<file path="config.mk">
export PLATFORM = sky130hd
export DESIGN_NAME = sorted_set_insert_search_flat
export DESIGN_NICKNAME = d
export VERILOG_FILES = /design/src/hw/rtl/ssi_pkg.sv /design/src/hw/rtl/ssi_req_if.sv /design/src/hw/rtl/ssi_rsp_if.sv /design/src/hw/rtl/sorted_set_insert_search.sv /design/src/hw/rtl/ssi_cell.sv /design/src/flat_wrapper.sv
export SDC_FILE = /design/constraint.sdc
export NUM_CORES = 2
export LEC_CHECK = 0
export BUFFER_PORTS_ARGS = -buffer_cell sky130_fd_sc_hd__buf_2
export CORE_UTILIZATION = 45
export DETAILED_ROUTE_END_ITERATION = 8
export SLEW_MARGIN = 20
export SYNTH_ARGS = -nofsm -noshare
export SYNTH_HDL_FRONTEND = slang
export SYNTH_SLANG_ARGS = --single-unit
</file>
<file path="constraint.sdc">
create_clock -name clock -period 6.72 [get_ports clock]
set_clock_uncertainty 0.05 [all_clocks]
set_input_delay 1.008 -clock clock [delete_from_list [all_inputs] [get_ports clock]]
set_output_delay 1.008 -clock clock [all_outputs]
set_load 0.05 [all_outputs]
</file>
<file path="src/hw/rtl/ssi_pkg.sv">
package ssi_pkg;

   // Number of entries the store can hold (2 to 31; the response count is 5 bits).
   localparam int CAPACITY = 16;
   localparam int IDX_W    = $clog2(CAPACITY);
   localparam int CNT_W    = $clog2(CAPACITY + 1);

   localparam int KEY_W    = 32;
   localparam int FUNC_W   = 2;
   localparam int COUNT_W  = 5;

   typedef enum logic [FUNC_W-1:0] {
      FUNC_SEARCH = 2'd0,
      FUNC_INSERT = 2'd1,
      FUNC_CLEAR  = 2'd2,
      FUNC_DUMP   = 2'd3
   } func_type;

   // Broadcast from the controller to every cell of the chain.
   typedef struct packed {
      logic                    load_flags;
      logic                    do_insert;
      logic                    do_rotate;
      logic signed [KEY_W-1:0] key;
   } cell_ctrl_type;

endpackage

</file>
<file path="src/hw/rtl/ssi_req_if.sv">
interface ssi_req_if;
   logic                             valid;
   logic                             ready;
   logic [ssi_pkg::FUNC_W-1:0]       func;
   logic signed [ssi_pkg::KEY_W-1:0] value;

   modport source (output valid, output func, output value, input ready);
   modport sink   (input valid, input func, input value, output ready);
endinterface

</file>
<file path="src/hw/rtl/ssi_rsp_if.sv">
interface ssi_rsp_if;
   logic                              valid;
   logic                              ready;
   logic                              hit;
   logic                              inserted;
   logic                              full_res;
   logic [ssi_pkg::COUNT_W-1:0]       count;
   logic signed [ssi_pkg::KEY_W-1:0]  element;
   logic                              last;

   modport source (output valid, output hit, output inserted, output full_res,
                   output count, output element, output last, input ready);
   modport sink   (input valid, input hit, input inserted, input full_res,
                   input count, input element, input last, output ready);
endinterface

</file>
<file path="src/hw/rtl/sorted_set_insert_search.sv">
// Sorted set of signed 32-bit keys, held in ascending order without
// duplicates in a chain of CAPACITY cells. Each request carries search,
// insert, clear or dump. For search, insert and clear, every cell compares
// its key with the request key in parallel when the request is accepted and
// registers the result; then, once the response register is free, the
// controller combines those flags, shifts the chain for an insert and loads
// the response register. A new request is accepted as soon as the controller
// is idle again, even while the previous response still waits to be taken. A
// dump of N entries takes those same steps and then sends N responses,
// rotating the chain one place per response so that the next key in order is
// always at the head; after N rotations the chain is back in order. The store
// needs no clearing after reset: only slots below the count are read.
module sorted_set_insert_search (
   input logic       clock,
   input logic       reset,
   ssi_req_if.sink   req_chan,
   ssi_rsp_if.source rsp_chan
);

   typedef enum logic [2:0] {
      ST_IDLE = 3'b001,
      ST_EVAL = 3'b010,
      ST_DUMP = 3'b100
   } state_type;

   state_type state_ff, state_in;

   logic [ssi_pkg::CNT_W-1:0]        cnt_ff, cnt_in;
   logic [ssi_pkg::CNT_W-1:0]        dump_idx_ff, dump_idx_in;
   logic [ssi_pkg::FUNC_W-1:0]       func_ff, func_in;
   logic signed [ssi_pkg::KEY_W-1:0] key_ff, key_in;

   // Response register; it decouples the chain from the consumer.
   logic                              rsp_valid_ff, rsp_valid_in;
   logic                              rsp_hit_ff, rsp_hit_in;
   logic                              rsp_inserted_ff, rsp_inserted_in;
   logic                              rsp_full_ff, rsp_full_in;
   logic [ssi_pkg::COUNT_W-1:0]       rsp_count_ff, rsp_count_in;
   logic signed [ssi_pkg::KEY_W-1:0]  rsp_element_ff, rsp_element_in;
   logic                              rsp_last_ff, rsp_last_in;

   ssi_pkg::cell_ctrl_type            ctrl;
   logic signed [ssi_pkg::KEY_W-1:0]  cell_data [ssi_pkg::CAPACITY];
   logic [ssi_pkg::CAPACITY-1:0]      cell_eq;
   logic [ssi_pkg::CAPACITY-1:0]      cell_gt;

   logic req_fire;
   logic out_free;
   logic any_hit;
   logic is_full;
   logic dump_last;
   logic do_insert;
   logic do_rotate;

   assign req_fire = req_chan.valid && req_chan.ready;
   assign out_free = !rsp_valid_ff || rsp_chan.ready;
   assign any_hit  = |cell_eq;
   assign is_full  = (cnt_ff == ssi_pkg::CNT_W'(ssi_pkg::CAPACITY));
   assign dump_last = ((dump_idx_ff + 1'b1) == cnt_ff);

   assign req_chan.ready = (state_ff == ST_IDLE);

   // Flags are loaded with the incoming key; the shift uses the held key.
   assign ctrl.load_flags = req_fire;
   assign ctrl.do_insert  = do_insert;
   assign ctrl.do_rotate  = do_rotate;
   assign ctrl.key        = req_fire ? req_chan.value : key_ff;

   // The cell chain. Each cell sees its neighbours and, for the rotation
   // during a dump, the head of the chain.
   for (genvar i = 0; i < ssi_pkg::CAPACITY; i++) begin : g_cell
      logic signed [ssi_pkg::KEY_W-1:0] left_data;
      logic                             left_gt;
      logic signed [ssi_pkg::KEY_W-1:0] right_data;

      if (i == 0) begin : g_head
         assign left_data = '0;
         assign left_gt   = 1'b0;
      end else begin : g_body
         assign left_data = cell_data[i-1];
         assign left_gt   = cell_gt[i-1];
      end

      if (i == ssi_pkg::CAPACITY - 1) begin : g_end
         assign right_data = cell_data[0];
      end else begin : g_mid
         assign right_data = cell_data[i+1];
      end

      ssi_cell u_cell (
         .clock      (clock),
         .ctrl       (ctrl),
         .slot_valid (ssi_pkg::CNT_W'(i) < cnt_ff),
         .slot_tail  (ssi_pkg::CNT_W'(i + 1) == cnt_ff),
         .left_data  (left_data),
         .left_gt    (left_gt),
         .right_data (right_data),
         .head_data  (cell_data[0]),
         .data       (cell_data[i]),
         .eq         (cell_eq[i]),
         .gt         (cell_gt[i])
      );
   end

   always_comb begin
      state_in        = state_ff;
      cnt_in          = cnt_ff;
      dump_idx_in     = dump_idx_ff;
      func_in         = func_ff;
      key_in          = key_ff;
      rsp_valid_in    = rsp_valid_ff && !rsp_chan.ready;
      rsp_hit_in      = rsp_hit_ff;
      rsp_inserted_in = rsp_inserted_ff;
      rsp_full_in     = rsp_full_ff;
      rsp_count_in    = rsp_count_ff;
      rsp_element_in  = rsp_element_ff;
      rsp_last_in     = rsp_last_ff;
      do_insert       = 1'b0;
      do_rotate       = 1'b0;

      case (state_ff)
         ST_IDLE: begin
            if (req_fire) begin
               func_in  = req_chan.func;
               key_in   = req_chan.value;
               state_in = ST_EVAL;
            end
         end
         ST_EVAL: begin
            if (out_free) begin
               rsp_hit_in      = 1'b0;
               rsp_inserted_in = 1'b0;
               rsp_full_in     = 1'b0;
               rsp_element_in  = '0;
               rsp_last_in     = 1'b1;
               rsp_valid_in    = 1'b1;
               state_in        = ST_IDLE;
               case (func_ff)
                  ssi_pkg::FUNC_SEARCH: begin
                     rsp_hit_in = any_hit;
                  end
                  ssi_pkg::FUNC_INSERT: begin
                     if (any_hit) begin
                        rsp_hit_in = 1'b1;
                     end else if (is_full) begin
                        rsp_full_in = 1'b1;
                     end else begin
                        do_insert       = 1'b1;
                        cnt_in          = cnt_ff + 1'b1;
                        rsp_inserted_in = 1'b1;
                     end
                  end
                  ssi_pkg::FUNC_CLEAR: begin
                     cnt_in = '0;
                  end
                  ssi_pkg::FUNC_DUMP: begin
                     if (cnt_ff != '0) begin
                        // No response yet: the dump state sends them all.
                        rsp_valid_in = rsp_valid_ff && !rsp_chan.ready;
                        dump_idx_in  = '0;
                        state_in     = ST_DUMP;
                     end
                  end
                  default: begin
                  end
               endcase
               rsp_count_in = ssi_pkg::COUNT_W'(cnt_in);
            end
         end
         ST_DUMP: begin
            if (out_free) begin
               do_rotate       = 1'b1;
               rsp_valid_in    = 1'b1;
               rsp_hit_in      = 1'b0;
               rsp_inserted_in = 1'b0;
               rsp_full_in     = 1'b0;
               rsp_count_in    = ssi_pkg::COUNT_W'(cnt_ff);
               rsp_element_in  = cell_data[0];
               rsp_last_in     = dump_last;
               dump_idx_in     = dump_idx_ff + 1'b1;
               if (dump_last) begin
                  state_in = ST_IDLE;
               end
            end
         end
         default: begin
            state_in = ST_IDLE;
         end
      endcase
   end

   always_ff @(posedge clock) begin
      if (reset) begin
         state_ff     <= ST_IDLE;
         cnt_ff       <= '0;
         rsp_valid_ff <= 1'b0;
      end else begin
         state_ff     <= state_in;
         cnt_ff       <= cnt_in;
         rsp_valid_ff <= rsp_valid_in;
      end
   end

   always_ff @(posedge clock) begin
      dump_idx_ff     <= dump_idx_in;
      func_ff         <= func_in;
      key_ff          <= key_in;
      rsp_hit_ff      <= rsp_hit_in;
      rsp_inserted_ff <= rsp_inserted_in;
      rsp_full_ff     <= rsp_full_in;
      rsp_count_ff    <= rsp_count_in;
      rsp_element_ff  <= rsp_element_in;
      rsp_last_ff     <= rsp_last_in;
   end

   assign rsp_chan.valid    = rsp_valid_ff;
   assign rsp_chan.hit      = rsp_hit_ff;
   assign rsp_chan.inserted = rsp_inserted_ff;
   assign rsp_chan.full_res = rsp_full_ff;
   assign rsp_chan.count    = rsp_count_ff;
   assign rsp_chan.element  = rsp_element_ff;
   assign rsp_chan.last     = rsp_last_ff;

endmodule

</file>
<file path="src/hw/rtl/ssi_cell.sv">
// One slot of the sorted chain: holds a key and the compare flags of the
// request under way.
module ssi_cell (
   input  logic                             clock,
   input  ssi_pkg::cell_ctrl_type           ctrl,
   input  logic                             slot_valid,
   input  logic                             slot_tail,
   input  logic signed [ssi_pkg::KEY_W-1:0] left_data,
   input  logic                             left_gt,
   input  logic signed [ssi_pkg::KEY_W-1:0] right_data,
   input  logic signed [ssi_pkg::KEY_W-1:0] head_data,
   output logic signed [ssi_pkg::KEY_W-1:0] data,
   output logic                             eq,
   output logic                             gt
);

   logic signed [ssi_pkg::KEY_W-1:0] data_ff, data_in;
   logic                             eq_ff, eq_in;
   logic                             gt_ff, gt_in;

   always_comb begin
      data_in = data_ff;
      eq_in   = eq_ff;
      gt_in   = gt_ff;
      if (ctrl.load_flags) begin
         eq_in = slot_valid && (data_ff == ctrl.key);
         gt_in = !slot_valid || (data_ff > ctrl.key);
      end
      if (ctrl.do_insert && gt_ff) begin
         // The first greater slot takes the new key, the rest shift right.
         data_in = left_gt ? left_data : ctrl.key;
      end else if (ctrl.do_rotate) begin
         data_in = slot_tail ? head_data : right_data;
      end
   end

   always_ff @(posedge clock) begin
      data_ff <= data_in;
      eq_ff   <= eq_in;
      gt_ff   <= gt_in;
   end

   assign data = data_ff;
   assign eq   = eq_ff;
   assign gt   = gt_ff;

endmodule

</file>
<file path="src/flat_wrapper.sv">
// flat-port wrapper written by rule: the top's interface ports become plain ports
module sorted_set_insert_search_flat 
  (clock, reset, req_chan_valid, req_chan_func, req_chan_value, req_chan_ready, rsp_chan_valid, rsp_chan_hit, rsp_chan_inserted, rsp_chan_full_res, rsp_chan_count, rsp_chan_element, rsp_chan_last, rsp_chan_ready);
  ssi_req_if req_chan_i ();
  ssi_rsp_if rsp_chan_i ();
  input logic clock;
  input logic reset;
  input wire logic [$bits(req_chan_i.valid)-1:0] req_chan_valid;
  input wire logic [$bits(req_chan_i.func)-1:0] req_chan_func;
  input wire logic [$bits(req_chan_i.value)-1:0] req_chan_value;
  output wire logic [$bits(req_chan_i.ready)-1:0] req_chan_ready;
  output wire logic [$bits(rsp_chan_i.valid)-1:0] rsp_chan_valid;
  output wire logic [$bits(rsp_chan_i.hit)-1:0] rsp_chan_hit;
  output wire logic [$bits(rsp_chan_i.inserted)-1:0] rsp_chan_inserted;
  output wire logic [$bits(rsp_chan_i.full_res)-1:0] rsp_chan_full_res;
  output wire logic [$bits(rsp_chan_i.count)-1:0] rsp_chan_count;
  output wire logic [$bits(rsp_chan_i.element)-1:0] rsp_chan_element;
  output wire logic [$bits(rsp_chan_i.last)-1:0] rsp_chan_last;
  input wire logic [$bits(rsp_chan_i.ready)-1:0] rsp_chan_ready;
  assign req_chan_i.valid = req_chan_valid;
  assign req_chan_i.func = req_chan_func;
  assign req_chan_i.value = req_chan_value;
  assign req_chan_ready = req_chan_i.ready;
  assign rsp_chan_valid = rsp_chan_i.valid;
  assign rsp_chan_hit = rsp_chan_i.hit;
  assign rsp_chan_inserted = rsp_chan_i.inserted;
  assign rsp_chan_full_res = rsp_chan_i.full_res;
  assign rsp_chan_count = rsp_chan_i.count;
  assign rsp_chan_element = rsp_chan_i.element;
  assign rsp_chan_last = rsp_chan_i.last;
  assign rsp_chan_i.ready = rsp_chan_ready;
  sorted_set_insert_search u_core (.clock(clock), .reset(reset), .req_chan(req_chan_i), .rsp_chan(rsp_chan_i));
endmodule
</file>
==> impl_metrics.py <==
metrics = {
    "final_layout": {
        "final_cell_mix": "edfxtp_1, a21oi_1, ha_1",
        "final_nets": 5020,
        "final_area_mm2": 0.0513,
        "final_common_cell": "edfxtp_1",
        "regArea_mm2": 0.0189,
        "area_delta_synth_final_pct": 9.24,
        "drive_above_1_share": 0.110,
        "multi_input_area_mm2": 0.0265,
        "fill_cells": 9544,
    },
    "synth": {
        "yosysTopAreaCell": "edfxtp_1",
        "synth.distinct_cells": 72,
        "synth_edf_count": 624,
        "yosys_warnings": 0,
        "synth-seq-cells": 633,
        "syn_nets": 5120,
        "async_reset_ff_frac": 0,
        "synth_flop_cell": "edfxtp_1",
        "ys_seq_area_frac": 0.403,
        "syn_inst": 4579,
        "netlist_area_mm2": 0.0470,
        "synth_area_per_cell_um2": 10.3,
        "synth_top_area_frac": 0.399,
        "synthTopCellsByArea": "edfxtp_1, ha_1, mux2i_1",
    },
    "floorplanning": {
        "initial_core_util": 0.454,
        "die-area_mm2": 0.106,
        "std_cell_rows": 118,
        "num_io_pins": 81,
        "dieWidth_um": 325,
        "core_mm2": 0.103,
        "die_h_um": 325,
    },
    "global_route": {
        "grt_max_degree": 66,
        "grt_overflow_total": 0,
        "grt_util_all_layers": 0.391,
        "antenna_found_initial": 12,
        "grt_pass1_vias": 37482,
        "grt_pass1_wl_mm": 293,
    },
    "drt": {
        "wire_per_inst_um": 35.8,
        "wl_met3_mm": 21.7,
        "dr_wl_met2_mm": 91.9,
        "wirelength_mm": 212,
        "drt_iter0_markers": 5672,
        "drtAntennaViolNets": 0,
        "vias_per_cell": 6.80,
        "dr.pass1.iters": 6,
        "wl_met1_mm": 81.8,
        "drc_errors": 0,
        "highest_layer": "met5",
        "vias": 40295,
    },
    "placed_design": {
        "place.gp.congestion": 1.06,
        "placed_area_mm2": 0.0486,
        "io_buffers": 80,
        "hpwl_mm": 139,
    },
    "sta": {
        "setup_tns_ns": 0,
        "fin_crit_sh": 0.783,
        "worst_pin_slew_ns": 1.12,
        "relSlewSlack": 0.252,
        "fmax_ghz": 0.190,
        "min_period_ns": 5.26,
        "setup_viol": 0,
        "hold_viol_final": 0,
        "slew_viol_final": 0,
        "rsz0062_at_grt": "false",
    },
    "power_and_ir_drop": {
        "cellPowerDensity_mw_per_mm2": 228,
        "peakVddDrop_mv": 0.195,
        "power.leakage_nw": 21.7,
    },
    "worst_setup_path": {
        "critical_path_class": "flip-flop to flip-flop",
        "crit_required_ns": 7.09,
        "cp-end-kind": "flip-flop",
        "crit_path_max_fanout": 21,
        "arrival_ns": 5.64,
        "setup.worst_path.start_class": "flip-flop",
    },
    "clock_tree": {
        "cts_resized": 0,
        "hold_buffers": 0,
        "clock-sinks": 633,
        "cts_setup_buffers": 0,
        "root_buffer": "clkbuf_16",
        "cts_tree": "built",
        "cts_buffers": 78,
        "clk_latency_ns": 0.70,
        "cts_buffer_depth": 3,
        "clk_pin_slew_ns": 0.06,
        "htree_levels": 3,
    },
    "flow_run": {
        "drv_cap": 0,
    },
    "run_status": {
        "status": "complete, no violations",
    },
    "min_path": {
        "worst_hold_path_type": "input port to flip-flop",
    },
}
-- worst max-delay path, cell delays in order, from the launching register on --
cell and delay (ns):
dfxtp_1 0.53, and4bb_2 0.59, buf_12 0.29, mux2_2 0.49, inv_1 0.28, buf_4 0.27
ha_1 0.33, nand4_1 0.08, or2_2 0.33, nor4_1 0.78, nand2_1 0.29, nor2_1 0.24
nor3_2 0.09, mux2i_1 0.20, a21oi_1 0.08
-- final cells by class --
type | count | share of cell area
antenna | 6 | 0.000293
clock buffer | 102 | 0.0422
clock inverter | 37 | 0.00876
inverter | 78 | 0.00571
multi-input combinational | 3499 | 0.516
sequential | 633 | 0.369
tap | 1380 | 0.0337
timing repair buffer | 189 | 0.0242
-- state kept, by name (all words and copies together), names as in the netlist --
register,flops
u_core.rsp_chan.inserted,1
u_core.state_ff,3
u_core.rsp_chan.full_res,1
u_core.dump_idx_ff,5
u_core.func_ff,2
u_core.rsp_chan.hit,1
u_core.key_ff,32
u_core.rsp_chan.count,5
u_core.cnt_ff,5
u_core.g_cell.u_cell.data,512
u_core.rsp_chan.last,1
u_core.g_cell.u_cell.eq,16
u_core.g_cell.u_cell.gt,16
u_core.rsp_chan.element,32
u_core.rsp_chan.valid,1
-- synth_stat cells (21+ instances only) --
cell      number
buf_1         37
a21oi_1      591
a21o_1       111
mux2_2       124
nand3_1       35
clkbuf_1     261
a211oi_1     338
inv_1         77
mux2i_1      453
and2_1       147
nor3_1        44
nor2b_1      241
nand2_1      136
xnor2_1       21
nand2b_1      27
nor2_1       296
buf_2         65
nand4_1       99
edfxtp_1     624
o22ai_1       34
o21ai_0      105
ha_1         503
-- metal layers --
layer / GRT usage / vias up
met5: 0 / -
met4: 0.253 / 8
met3: 0.0918 / 745
met2: 0.594 / 2667
met1: 0.500 / 19649
li1: - / 17226
-- worst paths after layout --
| check | slack, ns | cells after the start | startpoint | endpoint |
|---|---|---|---|---|
| setup / recovery | 1.46 | 14 | u_core.state_ff[0] | u_core.g_cell[15].u_cell.gt |
| setup reg to reg | 1.46 | 14 | u_core.state_ff[0] | u_core.g_cell[15].u_cell.gt |
| hold / removal | 0.44 | 1 | req_chan_func[1] | u_core.func_ff[1] |
| hold reg to reg | 0.51 | 2 | u_core.rsp_chan.valid | u_core.rsp_chan.valid |
-- where the power goes --
group | internal, mW | leakage, nW | switching, mW
clock network | 2.65 | 1.28 | 1.91
logic | 0.926 | 14.7 | 1.80
registers | 4.37 | 5.75 | 0.0234
-- per-stage QoR --
step / std cells / hold WS (ns) / power (mW) / setup slack [ns] / util
after floorplan: 4579 / 0.476 / 6.13 / 1.74 / -
after global placement: 5778 / 0.508 / 7.09 / 1.10 / 0.470
after detailed placement: 5778 / 0.507 / 7.09 / 1.01 / 0.470
after CTS: 5917 / 0.444 / 11.6 / 1.55 / 0.495
after global routing: 5921 / 0.431 / 12.0 / 1.32 / 0.496
final: 5924 / 0.442 / 11.7 / 1.46 / 0.496
-- cells by family (layout without fill, tap and decap cells) --
group	count (synthesis)	in the layout	synth area share
simple gates	1097	1097	0.122
compound gates	1283	1283	0.168
fa+ha+maj	513	513	0.136
other cells	0	6	0
buf+inv	447	406	0.0382
mux	579	579	0.127
xor+xnor	27	27	0.00504
flops	633	633	0.403
(Power assumes the default switching activity.)
